`src/rtl/lift_ramp_mode_controller_assert.svh`:
```
// Assertion macros used by the top level of the lift and ramp mode controller RTL.
`ifndef LIFT_RAMP_MODE_CONTROLLER_ASSERT_SVH
`define LIFT_RAMP_MODE_CONTROLLER_ASSERT_SVH
`ifndef ASSERT_OFF
`define ASSERT_IMPLY(label, clk, rst, ante, cons) \
   label: assert property (@(posedge clk) disable iff (rst) (ante) |-> (cons)) \
      else $error("same-cycle implication check failed");
`define ASSERT_NEXT(label, clk, rst, ante, cons) \
   label: assert property (@(posedge clk) disable iff (rst) (ante) |=> (cons)) \
      else $error("next-cycle implication check failed");
`else
`define ASSERT_IMPLY(label, clk, rst, ante, cons)
`define ASSERT_NEXT(label, clk, rst, ante, cons)
`endif
`endif

```
`src/rtl/lrmc_pkg.sv`:
```
// Types, codes and constants of the lift and ramp mode controller.
`default_nettype none
package lrmc_pkg;

   localparam int POT_BITS_DEFAULT = 12;
   localparam int CFG_W            = 12;
   localparam int GAIN_W           = 8;
   localparam int CSR_DATA_W       = 32;
   localparam int CSR_ADDR_W       = 5;
   localparam int HOLD_LIMIT       = 2047;

   typedef enum logic [2:0] {
      LM_INTAKING = 3'd0,
      LM_LOW      = 3'd1,
      LM_MID      = 3'd2,
      LM_HIGH     = 3'd3,
      LM_MANUAL   = 3'd4,
      LM_DEPLOY   = 3'd5
   } lift_mode_type;

   typedef enum logic [1:0] {
      RM_FREE   = 2'd0,
      RM_LOCKED = 2'd1,
      RM_MANUAL = 2'd2
   } ramp_mode_type;

   typedef enum logic [2:0] {
      CSR_RAMP_HOLD_TARGET    = 3'd0,
      CSR_RAMP_HOLD_GAIN      = 3'd1,
      CSR_RAMP_SLOW_THRESHOLD = 3'd2,
      CSR_RAMP_STOP_THRESHOLD = 3'd3,
      CSR_LOW_TOWER_POSITION  = 3'd4,
      CSR_MID_TOWER_POSITION  = 3'd5,
      CSR_HIGH_TOWER_POSITION = 3'd6,
      CSR_DEPLOY_POSITION     = 3'd7
   } csr_index_type;

   // master button bits
   localparam int BTN_UP    = 0;
   localparam int BTN_Y     = 1;
   localparam int BTN_RIGHT = 2;
   localparam int BTN_DOWN  = 3;
   localparam int BTN_LEFT  = 4;
   localparam int BTN_L1    = 5;
   localparam int BTN_L2    = 6;
   localparam int BTN_R1    = 7;
   localparam int BTN_R2    = 8;
   localparam int BTN_A     = 9;
   // partner button bits
   localparam int PBTN_R1   = 0;
   localparam int PBTN_L1   = 1;
   localparam int PBTN_A    = 2;

   localparam logic CMD_RAW = 1'b0;
   localparam logic CMD_ABS = 1'b1;
   localparam logic CMD_VEL = 1'b1;

   localparam logic signed [7:0] POWER_POS_FULL = 8'sd127;
   localparam logic signed [7:0] POWER_NEG_FULL = -8'sd127;
   localparam logic signed [7:0] POWER_INTAKE_A = 8'sd50;
   localparam logic signed [7:0] POWER_ZERO     = 8'sd0;
   localparam logic signed [7:0] POWER_SEEK_LOW = -8'sd10;
   localparam logic signed [7:0] STICK_MIN_RAW  = 8'sh80;

   localparam logic [6:0] SPEED_TOWER  = 7'd80;
   localparam logic [6:0] SPEED_DEPLOY = 7'd100;

   localparam logic signed [11:0] RAMP_FWD_FULL = 12'sd127;
   localparam logic signed [11:0] RAMP_FWD_SLOW = 12'sd20;
   localparam logic signed [11:0] RAMP_REV_FULL = -12'sd127;
   localparam logic signed [11:0] RAMP_ZERO     = 12'sd0;

   localparam logic [CFG_W-1:0]  RST_HOLD_TARGET = 12'd1350;
   localparam logic [GAIN_W-1:0] RST_HOLD_GAIN   = 8'd69;
   localparam logic [CFG_W-1:0]  RST_SLOW_THRESH = 12'd1150;
   localparam logic [CFG_W-1:0]  RST_STOP_THRESH = 12'd1700;
   localparam logic [CFG_W-1:0]  RST_LOW_TOWER   = 12'd270;
   localparam logic [CFG_W-1:0]  RST_MID_TOWER   = 12'd360;
   localparam logic [CFG_W-1:0]  RST_HIGH_TOWER  = 12'd500;
   localparam logic [CFG_W-1:0]  RST_DEPLOY      = 12'd100;

   typedef struct packed {
      logic [CFG_W-1:0]  ramp_hold_target;
      logic [GAIN_W-1:0] ramp_hold_gain;
      logic [CFG_W-1:0]  ramp_slow_threshold;
      logic [CFG_W-1:0]  ramp_stop_threshold;
      logic [CFG_W-1:0]  low_tower_position;
      logic [CFG_W-1:0]  mid_tower_position;
      logic [CFG_W-1:0]  high_tower_position;
      logic [CFG_W-1:0]  deploy_position;
   } cfg_type;

   typedef struct packed {
      lift_mode_type lift_mode;
      ramp_mode_type ramp_mode;
   } mode_state_type;

   typedef struct packed {
      logic signed [7:0]  intake_power;
      logic               arm_command_kind;
      logic signed [7:0]  arm_power;
      logic [11:0]        arm_target;
      logic [6:0]         arm_speed;
      logic               arm_rezero;
      logic               ramp_command_kind;
      logic signed [11:0] ramp_value;
      logic [2:0]         lift_mode_now;
      logic [1:0]         ramp_mode_now;
   } rsp_item_type;

   function automatic logic signed [7:0] stick_sat(input logic signed [7:0] raw);
      stick_sat = (raw == STICK_MIN_RAW) ? POWER_NEG_FULL : raw;
   endfunction

endpackage
`default_nettype wire

```
`src/rtl/lrmc_channel_if.sv`:
```
// Valid/ready channel interfaces for control ticks and command results.
`default_nettype none
interface lrmc_req_if #(
   parameter int POT_BITS = lrmc_pkg::POT_BITS_DEFAULT
);
   logic                valid;
   logic                ready;
   logic [9:0]          master_buttons;
   logic [2:0]          partner_buttons;
   logic signed [7:0]   partner_left_x;
   logic signed [7:0]   partner_right_y;
   logic [POT_BITS-1:0] angle_pot;
   logic                lift_limit;
   logic                ramp_limit;

   modport source (
      output valid, master_buttons, partner_buttons, partner_left_x, partner_right_y,
             angle_pot, lift_limit, ramp_limit,
      input  ready
   );
   modport sink (
      input  valid, master_buttons, partner_buttons, partner_left_x, partner_right_y,
             angle_pot, lift_limit, ramp_limit,
      output ready
   );
endinterface

interface lrmc_rsp_if;
   logic               valid;
   logic               ready;
   logic signed [7:0]  intake_power;
   logic               arm_command_kind;
   logic signed [7:0]  arm_power;
   logic [11:0]        arm_target;
   logic [6:0]         arm_speed;
   logic               arm_rezero;
   logic               ramp_command_kind;
   logic signed [11:0] ramp_value;
   logic [2:0]         lift_mode_now;
   logic [1:0]         ramp_mode_now;

   modport source (
      output valid, intake_power, arm_command_kind, arm_power, arm_target, arm_speed,
             arm_rezero, ramp_command_kind, ramp_value, lift_mode_now, ramp_mode_now,
      input  ready
   );
   modport sink (
      input  valid, intake_power, arm_command_kind, arm_power, arm_target, arm_speed,
             arm_rezero, ramp_command_kind, ramp_value, lift_mode_now, ramp_mode_now,
      output ready
   );
endinterface
`default_nettype wire

```
`src/rtl/lrmc_csr.sv`:
```
// APB-style configuration register file of the lift and ramp mode controller.
`default_nettype none
module lrmc_csr (
   input  wire logic                              clock,
   input  wire logic                              reset,
   input  wire logic                              csr_psel,
   input  wire logic                              csr_penable,
   input  wire logic                              csr_pwrite,
   input  wire logic [lrmc_pkg::CSR_ADDR_W-1:0]   csr_paddr,
   input  wire logic [lrmc_pkg::CSR_DATA_W-1:0]   csr_pwdata,
   output logic      [lrmc_pkg::CSR_DATA_W-1:0]   csr_prdata,
   output logic                                   csr_pready,
   output lrmc_pkg::cfg_type                      cfg
);
   import lrmc_pkg::*;

   cfg_type       cfg_ff;
   cfg_type       cfg_in;
   csr_index_type index;
   logic          write_en;

   assign csr_pready = 1'b1;
   assign index      = csr_index_type'(csr_paddr[CSR_ADDR_W-1:2]);
   assign write_en   = csr_psel && csr_penable && csr_pwrite && csr_pready;
   assign cfg        = cfg_ff;

   always_comb begin
      cfg_in = cfg_ff;
      if (write_en) begin
         case (index)
            CSR_RAMP_HOLD_TARGET:    cfg_in.ramp_hold_target    = csr_pwdata[CFG_W-1:0];
            CSR_RAMP_HOLD_GAIN:      cfg_in.ramp_hold_gain      = csr_pwdata[GAIN_W-1:0];
            CSR_RAMP_SLOW_THRESHOLD: cfg_in.ramp_slow_threshold = csr_pwdata[CFG_W-1:0];
            CSR_RAMP_STOP_THRESHOLD: cfg_in.ramp_stop_threshold = csr_pwdata[CFG_W-1:0];
            CSR_LOW_TOWER_POSITION:  cfg_in.low_tower_position  = csr_pwdata[CFG_W-1:0];
            CSR_MID_TOWER_POSITION:  cfg_in.mid_tower_position  = csr_pwdata[CFG_W-1:0];
            CSR_HIGH_TOWER_POSITION: cfg_in.high_tower_position = csr_pwdata[CFG_W-1:0];
            CSR_DEPLOY_POSITION:     cfg_in.deploy_position     = csr_pwdata[CFG_W-1:0];
            default: ;
         endcase
      end
   end

   always_ff @(posedge clock) begin
      if (reset) begin
         cfg_ff.ramp_hold_target    <= RST_HOLD_TARGET;
         cfg_ff.ramp_hold_gain      <= RST_HOLD_GAIN;
         cfg_ff.ramp_slow_threshold <= RST_SLOW_THRESH;
         cfg_ff.ramp_stop_threshold <= RST_STOP_THRESH;
         cfg_ff.low_tower_position  <= RST_LOW_TOWER;
         cfg_ff.mid_tower_position  <= RST_MID_TOWER;
         cfg_ff.high_tower_position <= RST_HIGH_TOWER;
         cfg_ff.deploy_position     <= RST_DEPLOY;
      end else begin
         cfg_ff <= cfg_in;
      end
   end

   always_comb begin
      csr_prdata = '0;
      case (index)
         CSR_RAMP_HOLD_TARGET:    csr_prdata[CFG_W-1:0]  = cfg_ff.ramp_hold_target;
         CSR_RAMP_HOLD_GAIN:      csr_prdata[GAIN_W-1:0] = cfg_ff.ramp_hold_gain;
         CSR_RAMP_SLOW_THRESHOLD: csr_prdata[CFG_W-1:0]  = cfg_ff.ramp_slow_threshold;
         CSR_RAMP_STOP_THRESHOLD: csr_prdata[CFG_W-1:0]  = cfg_ff.ramp_stop_threshold;
         CSR_LOW_TOWER_POSITION:  csr_prdata[CFG_W-1:0]  = cfg_ff.low_tower_position;
         CSR_MID_TOWER_POSITION:  csr_prdata[CFG_W-1:0]  = cfg_ff.mid_tower_position;
         CSR_HIGH_TOWER_POSITION: csr_prdata[CFG_W-1:0]  = cfg_ff.high_tower_position;
         CSR_DEPLOY_POSITION:     csr_prdata[CFG_W-1:0]  = cfg_ff.deploy_position;
         default: ;
      endcase
   end

endmodule
`default_nettype wire

```
`src/rtl/lrmc_datapath.sv`:
```
// Mode decode and arm, intake and ramp command logic for one control tick.
`default_nettype none
module lrmc_datapath #(
   parameter int POT_BITS = lrmc_pkg::POT_BITS_DEFAULT
) (
   input  lrmc_pkg::mode_state_type   state,
   input  lrmc_pkg::cfg_type          cfg,
   input  wire logic [9:0]            master_buttons,
   input  wire logic [2:0]            partner_buttons,
   input  wire logic signed [7:0]     partner_left_x,
   input  wire logic signed [7:0]     partner_right_y,
   input  wire logic [POT_BITS-1:0]   angle_pot,
   input  wire logic                  lift_limit,
   input  wire logic                  ramp_limit,
   output lrmc_pkg::mode_state_type   state_next,
   output lrmc_pkg::rsp_item_type     result
);
   import lrmc_pkg::*;

   localparam int CMP_W = (POT_BITS > CFG_W) ? POT_BITS : CFG_W;

   logic [CMP_W-1:0]         pot_ext;
   logic [CMP_W-1:0]         target_ext;
   logic [CMP_W-1:0]         slow_ext;
   logic [CMP_W-1:0]         stop_ext;
   logic signed [CMP_W:0]    hold_err;
   logic [CMP_W-1:0]         hold_mag;
   logic [CMP_W+GAIN_W-1:0]  hold_prod;
   logic [CMP_W-1:0]         hold_q;
   logic [11:0]              hold_sat;
   logic signed [11:0]       hold_vel;
   logic signed [7:0]        lx_sat;
   logic signed [7:0]        ry_sat;
   lift_mode_type            lift_nx;
   ramp_mode_type            ramp_nx;

   assign pot_ext    = CMP_W'(angle_pot);
   assign target_ext = CMP_W'(cfg.ramp_hold_target);
   assign slow_ext   = CMP_W'(cfg.ramp_slow_threshold);
   assign stop_ext   = CMP_W'(cfg.ramp_stop_threshold);

   assign hold_err  = $signed({1'b0, target_ext}) - $signed({1'b0, pot_ext});
   assign hold_mag  = hold_err[CMP_W] ? CMP_W'(-hold_err) : CMP_W'(hold_err);
   assign hold_prod = (CMP_W+GAIN_W)'(hold_mag) * (CMP_W+GAIN_W)'(cfg.ramp_hold_gain);
   assign hold_q    = hold_prod[CMP_W+GAIN_W-1:GAIN_W];
   assign hold_sat  = (hold_q > CMP_W'(HOLD_LIMIT)) ? 12'(HOLD_LIMIT) : hold_q[11:0];
   assign hold_vel  = hold_err[CMP_W] ? $signed(12'd0 - hold_sat) : $signed(hold_sat);

   assign lx_sat = stick_sat(partner_left_x);
   assign ry_sat = stick_sat(partner_right_y);

   always_comb begin
      lift_nx = state.lift_mode;
      ramp_nx = state.ramp_mode;
      if (master_buttons[BTN_UP]) begin
         lift_nx = LM_HIGH;
      end else if (master_buttons[BTN_Y]) begin
         lift_nx = LM_DEPLOY;
      end else if (master_buttons[BTN_RIGHT]) begin
         lift_nx = LM_MID;
      end else if (master_buttons[BTN_DOWN]) begin
         lift_nx = LM_LOW;
      end else if (master_buttons[BTN_LEFT]) begin
         lift_nx = LM_INTAKING;
      end else if (master_buttons[BTN_L1] || master_buttons[BTN_L2]) begin
         ramp_nx = RM_FREE;
      end else if (partner_left_x != 8'sd0) begin
         ramp_nx = RM_MANUAL;
      end else if (partner_right_y != 8'sd0) begin
         lift_nx = LM_MANUAL;
      end

      result = '0;

      // first roller gets the negated choice
      if (master_buttons[BTN_R1] || partner_buttons[PBTN_R1]) begin
         result.intake_power = POWER_NEG_FULL;
      end else if (master_buttons[BTN_R2] || partner_buttons[PBTN_L1]) begin
         result.intake_power = POWER_POS_FULL;
      end else if (master_buttons[BTN_A] || partner_buttons[PBTN_A]) begin
         result.intake_power = POWER_INTAKE_A;
      end else begin
         result.intake_power = POWER_ZERO;
      end

      case (lift_nx)
         LM_INTAKING: begin
            ramp_nx = RM_FREE;
            if (lift_limit) begin
               result.arm_power  = POWER_SEEK_LOW;
               result.arm_rezero = 1'b1;
            end else begin
               result.arm_power  = POWER_NEG_FULL;
            end
         end
         LM_LOW: begin
            ramp_nx                 = RM_LOCKED;
            result.arm_command_kind = CMD_ABS;
            result.arm_target       = cfg.low_tower_position;
            result.arm_speed        = SPEED_TOWER;
         end
         LM_MID: begin
            ramp_nx                 = RM_LOCKED;
            result.arm_command_kind = CMD_ABS;
            result.arm_target       = cfg.mid_tower_position;
            result.arm_speed        = SPEED_TOWER;
         end
         LM_HIGH: begin
            ramp_nx                 = RM_LOCKED;
            result.arm_command_kind = CMD_ABS;
            result.arm_target       = cfg.high_tower_position;
            result.arm_speed        = SPEED_TOWER;
         end
         LM_MANUAL: begin
            result.arm_power = ry_sat;
         end
         LM_DEPLOY: begin
            result.arm_command_kind = CMD_ABS;
            result.arm_target       = cfg.deploy_position;
            result.arm_speed        = SPEED_DEPLOY;
         end
         default: ;
      endcase

      case (ramp_nx)
         RM_FREE: begin
            if (master_buttons[BTN_L1]) begin
               if (pot_ext > slow_ext) begin
                  if (pot_ext > stop_ext) begin
                     result.ramp_command_kind = CMD_RAW;
                     result.ramp_value        = RAMP_ZERO;
                  end else begin
                     result.ramp_command_kind = CMD_VEL;
                     result.ramp_value        = RAMP_FWD_SLOW;
                  end
               end else begin
                  result.ramp_command_kind = CMD_VEL;
                  result.ramp_value        = RAMP_FWD_FULL;
               end
            end else if (master_buttons[BTN_L2]) begin
               result.ramp_command_kind = CMD_VEL;
               result.ramp_value        = ramp_limit ? RAMP_ZERO : RAMP_REV_FULL;
            end else begin
               result.ramp_command_kind = CMD_RAW;
               result.ramp_value        = RAMP_ZERO;
            end
         end
         RM_LOCKED: begin
            result.ramp_command_kind = CMD_VEL;
            result.ramp_value        = hold_vel;
         end
         RM_MANUAL: begin
            result.ramp_command_kind = CMD_RAW;
            result.ramp_value        = {{4{lx_sat[7]}}, lx_sat};
         end
         default: ;
      endcase

      result.lift_mode_now = lift_nx;
      result.ramp_mode_now = ramp_nx;
      state_next.lift_mode = lift_nx;
      state_next.ramp_mode = ramp_nx;
   end

endmodule
`default_nettype wire

```
`src/rtl/lift_ramp_mode_controller.sv`:
```
// Top level of the lift and ramp mode controller.
//
// Each transaction on req_chan is one control tick: buttons, sticks, ramp pot
// and limit switches. Each tick yields exactly one transaction on rsp_chan
// with the intake, arm and ramp commands and the lift and ramp modes in force.
// The csr_ port is an APB-style register file holding setpoints, gain,
// thresholds and arm positions; write it only while no tick is in flight.
// Path: a tick accepted on req_chan enters the input register, then the result
// register, which drives rsp_chan. Throughput: one tick per cycle while rsp_chan
// takes each result, set by the single pass from the input register to the
// result register, which also updates the lift and ramp mode registers for the next tick.
// Reset: lift mode goes to intaking, ramp mode to free, configuration to its
// default values, and any tick in flight is dropped.
// Stall: a result waiting on rsp_chan.ready is held; one more tick fills the
// input register, then req_chan.ready drops until the result is taken.
`default_nettype none
`include "lift_ramp_mode_controller_assert.svh"
module lift_ramp_mode_controller #(
   parameter int POT_BITS = lrmc_pkg::POT_BITS_DEFAULT
) (
   input  wire logic                              clock,
   input  wire logic                              reset,
   lrmc_req_if.sink                               req_chan,
   lrmc_rsp_if.source                             rsp_chan,
   input  wire logic                              csr_psel,
   input  wire logic                              csr_penable,
   input  wire logic                              csr_pwrite,
   input  wire logic [lrmc_pkg::CSR_ADDR_W-1:0]   csr_paddr,
   input  wire logic [lrmc_pkg::CSR_DATA_W-1:0]   csr_pwdata,
   output logic      [lrmc_pkg::CSR_DATA_W-1:0]   csr_prdata,
   output logic                                   csr_pready
);
   import lrmc_pkg::*;

   cfg_type             cfg;
   mode_state_type      state_ff;
   mode_state_type      state_in;
   mode_state_type      state_next;
   rsp_item_type        result;
   rsp_item_type        rsp_item_ff;
   rsp_item_type        rsp_item_in;
   logic                s1_valid_ff;
   logic                s1_valid_in;
   logic                out_valid_ff;
   logic                out_valid_in;
   logic                s1_advance;
   logic                req_take;
   logic                lift_is_tower;
   logic                lift_is_intaking;
   logic                ramp_is_locked;
   logic                ramp_is_free;
   logic [9:0]          master_buttons_ff;
   logic [9:0]          master_buttons_in;
   logic [2:0]          partner_buttons_ff;
   logic [2:0]          partner_buttons_in;
   logic signed [7:0]   partner_left_x_ff;
   logic signed [7:0]   partner_left_x_in;
   logic signed [7:0]   partner_right_y_ff;
   logic signed [7:0]   partner_right_y_in;
   logic [POT_BITS-1:0] angle_pot_ff;
   logic [POT_BITS-1:0] angle_pot_in;
   logic                lift_limit_ff;
   logic                lift_limit_in;
   logic                ramp_limit_ff;
   logic                ramp_limit_in;

   lrmc_csr u_csr (
      .clock       (clock),
      .reset       (reset),
      .csr_psel    (csr_psel),
      .csr_penable (csr_penable),
      .csr_pwrite  (csr_pwrite),
      .csr_paddr   (csr_paddr),
      .csr_pwdata  (csr_pwdata),
      .csr_prdata  (csr_prdata),
      .csr_pready  (csr_pready),
      .cfg         (cfg)
   );

   lrmc_datapath #(
      .POT_BITS (POT_BITS)
   ) u_datapath (
      .state           (state_ff),
      .cfg             (cfg),
      .master_buttons  (master_buttons_ff),
      .partner_buttons (partner_buttons_ff),
      .partner_left_x  (partner_left_x_ff),
      .partner_right_y (partner_right_y_ff),
      .angle_pot       (angle_pot_ff),
      .lift_limit      (lift_limit_ff),
      .ramp_limit      (ramp_limit_ff),
      .state_next      (state_next),
      .result          (result)
   );

   assign s1_advance     = s1_valid_ff && (!out_valid_ff || rsp_chan.ready);
   assign req_chan.ready = !s1_valid_ff || s1_advance;
   assign req_take       = req_chan.valid && req_chan.ready;

   always_comb begin
      s1_valid_in        = s1_valid_ff;
      out_valid_in       = out_valid_ff;
      state_in           = state_ff;
      rsp_item_in        = rsp_item_ff;
      master_buttons_in  = master_buttons_ff;
      partner_buttons_in = partner_buttons_ff;
      partner_left_x_in  = partner_left_x_ff;
      partner_right_y_in = partner_right_y_ff;
      angle_pot_in       = angle_pot_ff;
      lift_limit_in      = lift_limit_ff;
      ramp_limit_in      = ramp_limit_ff;
      if (out_valid_ff && rsp_chan.ready) begin
         out_valid_in = 1'b0;
      end
      if (s1_advance) begin
         out_valid_in = 1'b1;
         rsp_item_in  = result;
         state_in     = state_next;
         s1_valid_in  = 1'b0;
      end
      if (req_take) begin
         s1_valid_in        = 1'b1;
         master_buttons_in  = req_chan.master_buttons;
         partner_buttons_in = req_chan.partner_buttons;
         partner_left_x_in  = req_chan.partner_left_x;
         partner_right_y_in = req_chan.partner_right_y;
         angle_pot_in       = req_chan.angle_pot;
         lift_limit_in      = req_chan.lift_limit;
         ramp_limit_in      = req_chan.ramp_limit;
      end
   end

   always_ff @(posedge clock) begin
      if (reset) begin
         s1_valid_ff        <= 1'b0;
         out_valid_ff       <= 1'b0;
         state_ff.lift_mode <= LM_INTAKING;
         state_ff.ramp_mode <= RM_FREE;
      end else begin
         s1_valid_ff  <= s1_valid_in;
         out_valid_ff <= out_valid_in;
         state_ff     <= state_in;
      end
   end

   always_ff @(posedge clock) begin
      rsp_item_ff        <= rsp_item_in;
      master_buttons_ff  <= master_buttons_in;
      partner_buttons_ff <= partner_buttons_in;
      partner_left_x_ff  <= partner_left_x_in;
      partner_right_y_ff <= partner_right_y_in;
      angle_pot_ff       <= angle_pot_in;
      lift_limit_ff      <= lift_limit_in;
      ramp_limit_ff      <= ramp_limit_in;
   end

   assign rsp_chan.valid             = out_valid_ff;
   assign rsp_chan.intake_power      = rsp_item_ff.intake_power;
   assign rsp_chan.arm_command_kind  = rsp_item_ff.arm_command_kind;
   assign rsp_chan.arm_power         = rsp_item_ff.arm_power;
   assign rsp_chan.arm_target        = rsp_item_ff.arm_target;
   assign rsp_chan.arm_speed         = rsp_item_ff.arm_speed;
   assign rsp_chan.arm_rezero        = rsp_item_ff.arm_rezero;
   assign rsp_chan.ramp_command_kind = rsp_item_ff.ramp_command_kind;
   assign rsp_chan.ramp_value        = rsp_item_ff.ramp_value;
   assign rsp_chan.lift_mode_now     = rsp_item_ff.lift_mode_now;
   assign rsp_chan.ramp_mode_now     = rsp_item_ff.ramp_mode_now;

   assign lift_is_tower    = state_ff.lift_mode inside {LM_LOW, LM_MID, LM_HIGH};
   assign lift_is_intaking = (state_ff.lift_mode == LM_INTAKING);
   assign ramp_is_locked   = (state_ff.ramp_mode == RM_LOCKED);
   assign ramp_is_free     = (state_ff.ramp_mode == RM_FREE);

   `ASSERT_IMPLY(a_tower_locks_ramp, clock, reset, lift_is_tower, ramp_is_locked)
   `ASSERT_IMPLY(a_intaking_frees_ramp, clock, reset, lift_is_intaking, ramp_is_free)
   `ASSERT_NEXT(a_stalled_tick_kept, clock, reset, (s1_valid_ff && !s1_advance), s1_valid_ff)
   `ASSERT_NEXT(a_accept_fills_stage, clock, reset, req_take, s1_valid_ff)

endmodule
`default_nettype wire

```
`src/flat_wrapper.sv`:
```
// flat-port wrapper written by rule: the top's interface ports become plain ports
module lift_ramp_mode_controller_flat import lrmc_pkg::*;
#(
   parameter int POT_BITS = lrmc_pkg::POT_BITS_DEFAULT
)
  (clock, reset, csr_psel, csr_penable, csr_pwrite, csr_paddr, csr_pwdata, csr_prdata, csr_pready, req_chan_valid, req_chan_master_buttons, req_chan_partner_buttons, req_chan_partner_left_x, req_chan_partner_right_y, req_chan_angle_pot, req_chan_lift_limit, req_chan_ramp_limit, req_chan_ready, rsp_chan_valid, rsp_chan_intake_power, rsp_chan_arm_command_kind, rsp_chan_arm_power, rsp_chan_arm_target, rsp_chan_arm_speed, rsp_chan_arm_rezero, rsp_chan_ramp_command_kind, rsp_chan_ramp_value, rsp_chan_lift_mode_now, rsp_chan_ramp_mode_now, rsp_chan_ready);
  lrmc_req_if #(.POT_BITS(POT_BITS)) req_chan_i ();
  lrmc_rsp_if rsp_chan_i ();
  input  wire logic clock;
  input  wire logic reset;
  input  wire logic csr_psel;
  input  wire logic csr_penable;
  input  wire logic csr_pwrite;
  input  wire logic [lrmc_pkg::CSR_ADDR_W-1:0] csr_paddr;
  input  wire logic [lrmc_pkg::CSR_DATA_W-1:0] csr_pwdata;
  output logic      [lrmc_pkg::CSR_DATA_W-1:0] csr_prdata;
  output logic csr_pready;
  input wire logic [$bits(req_chan_i.valid)-1:0] req_chan_valid;
  input wire logic [$bits(req_chan_i.master_buttons)-1:0] req_chan_master_buttons;
  input wire logic [$bits(req_chan_i.partner_buttons)-1:0] req_chan_partner_buttons;
  input wire logic [$bits(req_chan_i.partner_left_x)-1:0] req_chan_partner_left_x;
  input wire logic [$bits(req_chan_i.partner_right_y)-1:0] req_chan_partner_right_y;
  input wire logic [$bits(req_chan_i.angle_pot)-1:0] req_chan_angle_pot;
  input wire logic [$bits(req_chan_i.lift_limit)-1:0] req_chan_lift_limit;
  input wire logic [$bits(req_chan_i.ramp_limit)-1:0] req_chan_ramp_limit;
  output wire logic [$bits(req_chan_i.ready)-1:0] req_chan_ready;
  output wire logic [$bits(rsp_chan_i.valid)-1:0] rsp_chan_valid;
  output wire logic [$bits(rsp_chan_i.intake_power)-1:0] rsp_chan_intake_power;
  output wire logic [$bits(rsp_chan_i.arm_command_kind)-1:0] rsp_chan_arm_command_kind;
  output wire logic [$bits(rsp_chan_i.arm_power)-1:0] rsp_chan_arm_power;
  output wire logic [$bits(rsp_chan_i.arm_target)-1:0] rsp_chan_arm_target;
  output wire logic [$bits(rsp_chan_i.arm_speed)-1:0] rsp_chan_arm_speed;
  output wire logic [$bits(rsp_chan_i.arm_rezero)-1:0] rsp_chan_arm_rezero;
  output wire logic [$bits(rsp_chan_i.ramp_command_kind)-1:0] rsp_chan_ramp_command_kind;
  output wire logic [$bits(rsp_chan_i.ramp_value)-1:0] rsp_chan_ramp_value;
  output wire logic [$bits(rsp_chan_i.lift_mode_now)-1:0] rsp_chan_lift_mode_now;
  output wire logic [$bits(rsp_chan_i.ramp_mode_now)-1:0] rsp_chan_ramp_mode_now;
  input wire logic [$bits(rsp_chan_i.ready)-1:0] rsp_chan_ready;
  assign req_chan_i.valid = req_chan_valid;
  assign req_chan_i.master_buttons = req_chan_master_buttons;
  assign req_chan_i.partner_buttons = req_chan_partner_buttons;
  assign req_chan_i.partner_left_x = req_chan_partner_left_x;
  assign req_chan_i.partner_right_y = req_chan_partner_right_y;
  assign req_chan_i.angle_pot = req_chan_angle_pot;
  assign req_chan_i.lift_limit = req_chan_lift_limit;
  assign req_chan_i.ramp_limit = req_chan_ramp_limit;
  assign req_chan_ready = req_chan_i.ready;
  assign rsp_chan_valid = rsp_chan_i.valid;
  assign rsp_chan_intake_power = rsp_chan_i.intake_power;
  assign rsp_chan_arm_command_kind = rsp_chan_i.arm_command_kind;
  assign rsp_chan_arm_power = rsp_chan_i.arm_power;
  assign rsp_chan_arm_target = rsp_chan_i.arm_target;
  assign rsp_chan_arm_speed = rsp_chan_i.arm_speed;
  assign rsp_chan_arm_rezero = rsp_chan_i.arm_rezero;
  assign rsp_chan_ramp_command_kind = rsp_chan_i.ramp_command_kind;
  assign rsp_chan_ramp_value = rsp_chan_i.ramp_value;
  assign rsp_chan_lift_mode_now = rsp_chan_i.lift_mode_now;
  assign rsp_chan_ramp_mode_now = rsp_chan_i.ramp_mode_now;
  assign rsp_chan_i.ready = rsp_chan_ready;
  lift_ramp_mode_controller #(.POT_BITS(POT_BITS)) u_core (.clock(clock), .reset(reset), .req_chan(req_chan_i), .rsp_chan(rsp_chan_i), .csr_psel(csr_psel), .csr_penable(csr_penable), .csr_pwrite(csr_pwrite), .csr_paddr(csr_paddr), .csr_pwdata(csr_pwdata), .csr_prdata(csr_prdata), .csr_pready(csr_pready));
endmodule
```
`config.mk`:
```
export PLATFORM = sky130hd
export DESIGN_NAME = lift_ramp_mode_controller_flat
export DESIGN_NICKNAME = d
export VERILOG_FILES = /design/src/rtl/lrmc_pkg.sv /design/src/rtl/lrmc_channel_if.sv /design/src/rtl/lrmc_csr.sv /design/src/rtl/lrmc_datapath.sv /design/src/rtl/lift_ramp_mode_controller.sv /design/src/flat_wrapper.sv
export VERILOG_INCLUDE_DIRS = /design/src /design/src/rtl
export SDC_FILE = /design/constraint.sdc
export NUM_CORES = 1
export LEC_CHECK = 0
export BUFFER_PORTS_ARGS = -buffer_cell sky130_fd_sc_hd__buf_2
export CORE_MARGIN = 2
export CORE_UTILIZATION = 56
export CTS_CLUSTER_DIAMETER = 30
export DETAILED_ROUTE_END_ITERATION = 7
export GPL_TIMING_DRIVEN = 0
export PLACE_DENSITY = 0.85
export SETUP_SLACK_MARGIN = 0.02
export SYNTH_ARGS = -nofsm -noshare
export SYNTH_HDL_FRONTEND = slang
export SYNTH_SLANG_ARGS = --single-unit
```
`constraint.sdc`:
```
create_clock -name clock -period 13.1 [get_ports clock]
set_input_delay 0.655 -clock clock [delete_from_list [all_inputs] [get_ports clock]]
set_output_delay 0.655 -clock clock [all_outputs]
set_load 0.05 [all_outputs]
```
==> impl_metrics.py <==
metrics = {
    "synth": {
        "ys_seq_area_share_pct": 35.32,
        "synth.area.top_cells": "edfxtp_1 (20%), dfxtp_1 (15%), fa_1 (9.1%)",
        "synthTopCellsByCount": "nand2_1 (197), inv_1 (126), a21oi_1 (118)",
        "ys_ff_latch": 188,
        "avgSynthCellArea_um2": 8.982,
        "synth_top_area_share_pct": 20.28,
        "async_flop_share_pct": 0,
        "synthCells": 1467,
        "synthFlopType": "dfxtp_1",
        "yosysWarnings": 0,
        "post_synth_instance_area_um2": 13180,
        "synth_enable_flop_cells": 89,
        "post-synth-top-area-cell": "edfxtp_1",
        "yosys.cell_count.top_type": "nand2_1",
        "ys_types": 78,
    },
    "clock_tree": {
        "post-cts-setup-buffer-count": 0,
        "clk_pin_slew_worst_paths_ps": 80,
        "cts_tree": "built",
        "cts_resized": 0,
        "cts-root-buf": "clkbuf_16",
        "ctsHoldBuffers": 0,
        "cts_made_buffers": 17,
        "cts_max_level": 4,
        "insertion_delay_ps": 450,
        "cts.sinks": 188,
        "cts_buffer_depth": 2,
    },
    "grt": {
        "antenna_found_initial": 0,
        "grt_pass1_vias": 11400,
        "grt_max_degree": 32,
        "grt_util_met3_pct": 6.140,
        "grt_pass1_wl_mm": 58.46,
        "met1_usage_pct": 38.19,
        "grt_usage_pct": 30.48,
        "grt-busiest-layer": "met2",
        "gr-usage-met2_pct": 50.16,
        "gr-total-overflow": 0,
    },
    "worst_setup_path": {
        "reg2reg_from": "u_core.angle_pot_ff[0]$_DFFE_PP_",
        "startpoint_type": "flop",
        "ff2ff_path_depth": 33,
        "critPathBufInv": 4,
        "worstReg2RegEnd": "u_core.rsp_chan.ramp_value[6]$_DFFE_PP_",
        "path_max_fanout": 10,
        "path_class": "reg -> reg",
        "reg2reg_slack_ps": 3310,
        "worstPathArrival_ps": 9990,
        "cp-end-kind": "flop",
        "slowest_delay_ps": 620,
        "required_ps": 13290,
        "slowest_stage": "xor2_1",
        "crit_top_cell": "fa_1",
        "crit_family": "adder cells",
    },
    "detailed_routing": {
        "drc": 0,
        "vias": 11768,
        "post_drt_via_cell_ratio": 5.998,
        "firstDrtPassIters": 5,
        "ant_nets": 0,
        "drt-initial-drc-count": 1290,
        "wl_per_cell_um": 19.23,
        "wl_mm": 37.72,
    },
    "timing": {
        "finalCriticalPeriod_ps": 9793,
        "hold_viol_final": 0,
        "final.setup_skew_ps": 11.59,
        "drv_slew": 0,
        "finalSetupViolCount": 0,
        "worst_pin_slew_ps": 870.3,
        "slew_headroom_pct": 41.56,
        "final.setup.worst_slack_ps": 3307,
        "max_freq_mhz": 102.1,
        "period_share_pct": 74.76,
        "rsz0062_at_grt": "false",
        "fin_tns_setup_ps": 0,
    },
    "outcome": {
        "status": "completed",
    },
    "floorplanning": {
        "initial_utilization_pct": 56.64,
        "die_height_um": 157.4,
        "die_w_um": 157.4,
        "dieArea_um2": 24770,
        "rows": 56,
        "ios": 177,
        "core-area_um2": 23260,
    },
    "layout": {
        "utilization_pct": 64.09,
        "layoutNonFillerInstCount": 1962,
        "syn_to_final_growth_pct": 13.15,
        "antennaDiodeCount": 0,
        "nets": 1852,
        "drive_gt1_share_pct": 14.61,
    },
    "worst_hold_path": {
        "worstHoldPathCells": 1,
        "hp-start": "req_chan_partner_right_y[6]",
        "hold_end": "u_core.partner_right_y_ff[6]$_DFFE_PP_",
        "hold_class": "in -> reg",
    },
    "place": {
        "portBuffers": 119,
        "pre_cts_ws_ps": 3508,
        "gp_congestion": 0.9838,
        "placedCellCount": 1929,
        "place_hpwl_mm": 28.25,
    },
    "power_and_ir_drop": {
        "p_leak_nw": 6.448,
        "p_total_mw": 2.601,
        "irDropWorstVdd_mv": 0.1177,
        "power_density_nw_per_um2": 174.5,
    },
    "run": {
        "drv_cap": 0,
    },
}
## layer usage
metal / up-vias / wire, um
li1: 5352 / -
met5: - / 0
met4: 0 / 1967
met1: 5596 / 14610
met3: 149 / 3354
met2: 671 / 17790
## sequential cells by signal, indices dropped and copies added (netlist names), 5 cells and up
| signal | cells |
|---|---|
| u_core.angle_pot_ff | 12 |
| u_core.master_buttons_ff | 10 |
| u_core.partner_left_x_ff | 8 |
| u_core.partner_right_y_ff | 8 |
| u_core.rsp_chan.arm_power | 8 |
| u_core.rsp_chan.arm_target | 12 |
| u_core.rsp_chan.ramp_value | 12 |
| u_core.state_ff | 5 |
| u_core.u_csr.cfg | 92 |
## cell type report
cell class / count / area [um^2]
Multi-Input combinational cell: 1070 / 7616
Inverter: 127 / 476.7
Fill cell: 1902 / 8353
Clock buffer: 17 / 425.4
Tap cell: 319 / 399.1
Buffer: 104 / 514.2
Timing Repair Buffer: 122 / 650.6
Sequential cell: 188 / 4654
Clock inverter: 15 / 172.7
## cells by family after synthesis
family / count (synthesis) / share of synthesized area, %
other: 2 / 0.05700
buffers and inverters: 231 / 7.511
AOI/OAI and AO/OA: 313 / 15.60
and+or+nand+nor: 523 / 19.15
muxes: 51 / 4.520
xor gates and xnor gates: 24 / 1.595
adders and majority gates: 135 / 16.24
DFF: 188 / 35.32
## report_power, final
group	leakage, nW	switching [mW]	internal [mW]
Clock	0.280	0.256	0.272
Sequential	1.64	0.0145	0.667
Combinational	4.52	0.890	0.502
Total	6.45	1.16	1.44
## worst max-delay path by stage
stage / slack (ps) / end / cells past startpoint / startpoint
after floorplan: 4830 / u_core.rsp_chan.ramp_value[6]$_DFFE_PP_ / 33 / u_core.angle_pot_ff[0]$_DFFE_PP_
after global placement: 3540 / u_core.rsp_chan.ramp_value[6]$_DFFE_PP_ / 33 / u_core.angle_pot_ff[0]$_DFFE_PP_
after detailed placement: 3510 / u_core.rsp_chan.ramp_value[6]$_DFFE_PP_ / 33 / u_core.angle_pot_ff[0]$_DFFE_PP_
after CTS: 3460 / u_core.rsp_chan.ramp_value[6]$_DFFE_PP_ / 33 / u_core.angle_pot_ff[0]$_DFFE_PP_
after global routing: 2740 / u_core.rsp_chan.ramp_value[6]$_DFFE_PP_ / 33 / u_core.angle_pot_ff[0]$_DFFE_PP_
final: 3310 / u_core.rsp_chan.ramp_value[6]$_DFFE_PP_ / 33 / u_core.angle_pot_ff[0]$_DFFE_PP_
## cell usage in the layout, fill, tap and decap left out, drive strengths merged, types with 6 or more instances in the layout
| master | count |
|---|---|
| nand4 | 9 |
| nor4 | 9 |
| nand2 | 197 |
| or2 | 11 |
| nand2b | 17 |
| a211o | 25 |
| buf | 159 |
| nor2b | 38 |
| xor2 | 12 |
| a211oi | 7 |
| fa | 60 |
| mux2i | 28 |
| conb | 24 |
| o21a | 7 |
| a21o | 24 |
| a22oi | 14 |
| nor2 | 114 |
| mux2 | 18 |
| a21oi | 119 |
| xnor2 | 12 |
| inv | 134 |
| nand3 | 16 |
| o211ai | 6 |
| a221oi | 6 |
| nor3 | 15 |
| dfxtp | 99 |
| and3 | 15 |
| o21ai | 46 |
| nand3b | 17 |
| ha | 75 |
| a31oi | 11 |
| clkbuf | 84 |
| and2 | 45 |
| edfxtp | 89 |
## per-stage QoR
stage                     hold WS (ps)  area, um^2
after global routing             365.3       14910
after CTS                        372.1       14900
after detailed placement         461.1       14300
after floorplan                  436.3       13260
final                            374.5       14910
after global placement           442.6       14250
Power figures use the tool's default switching activity.
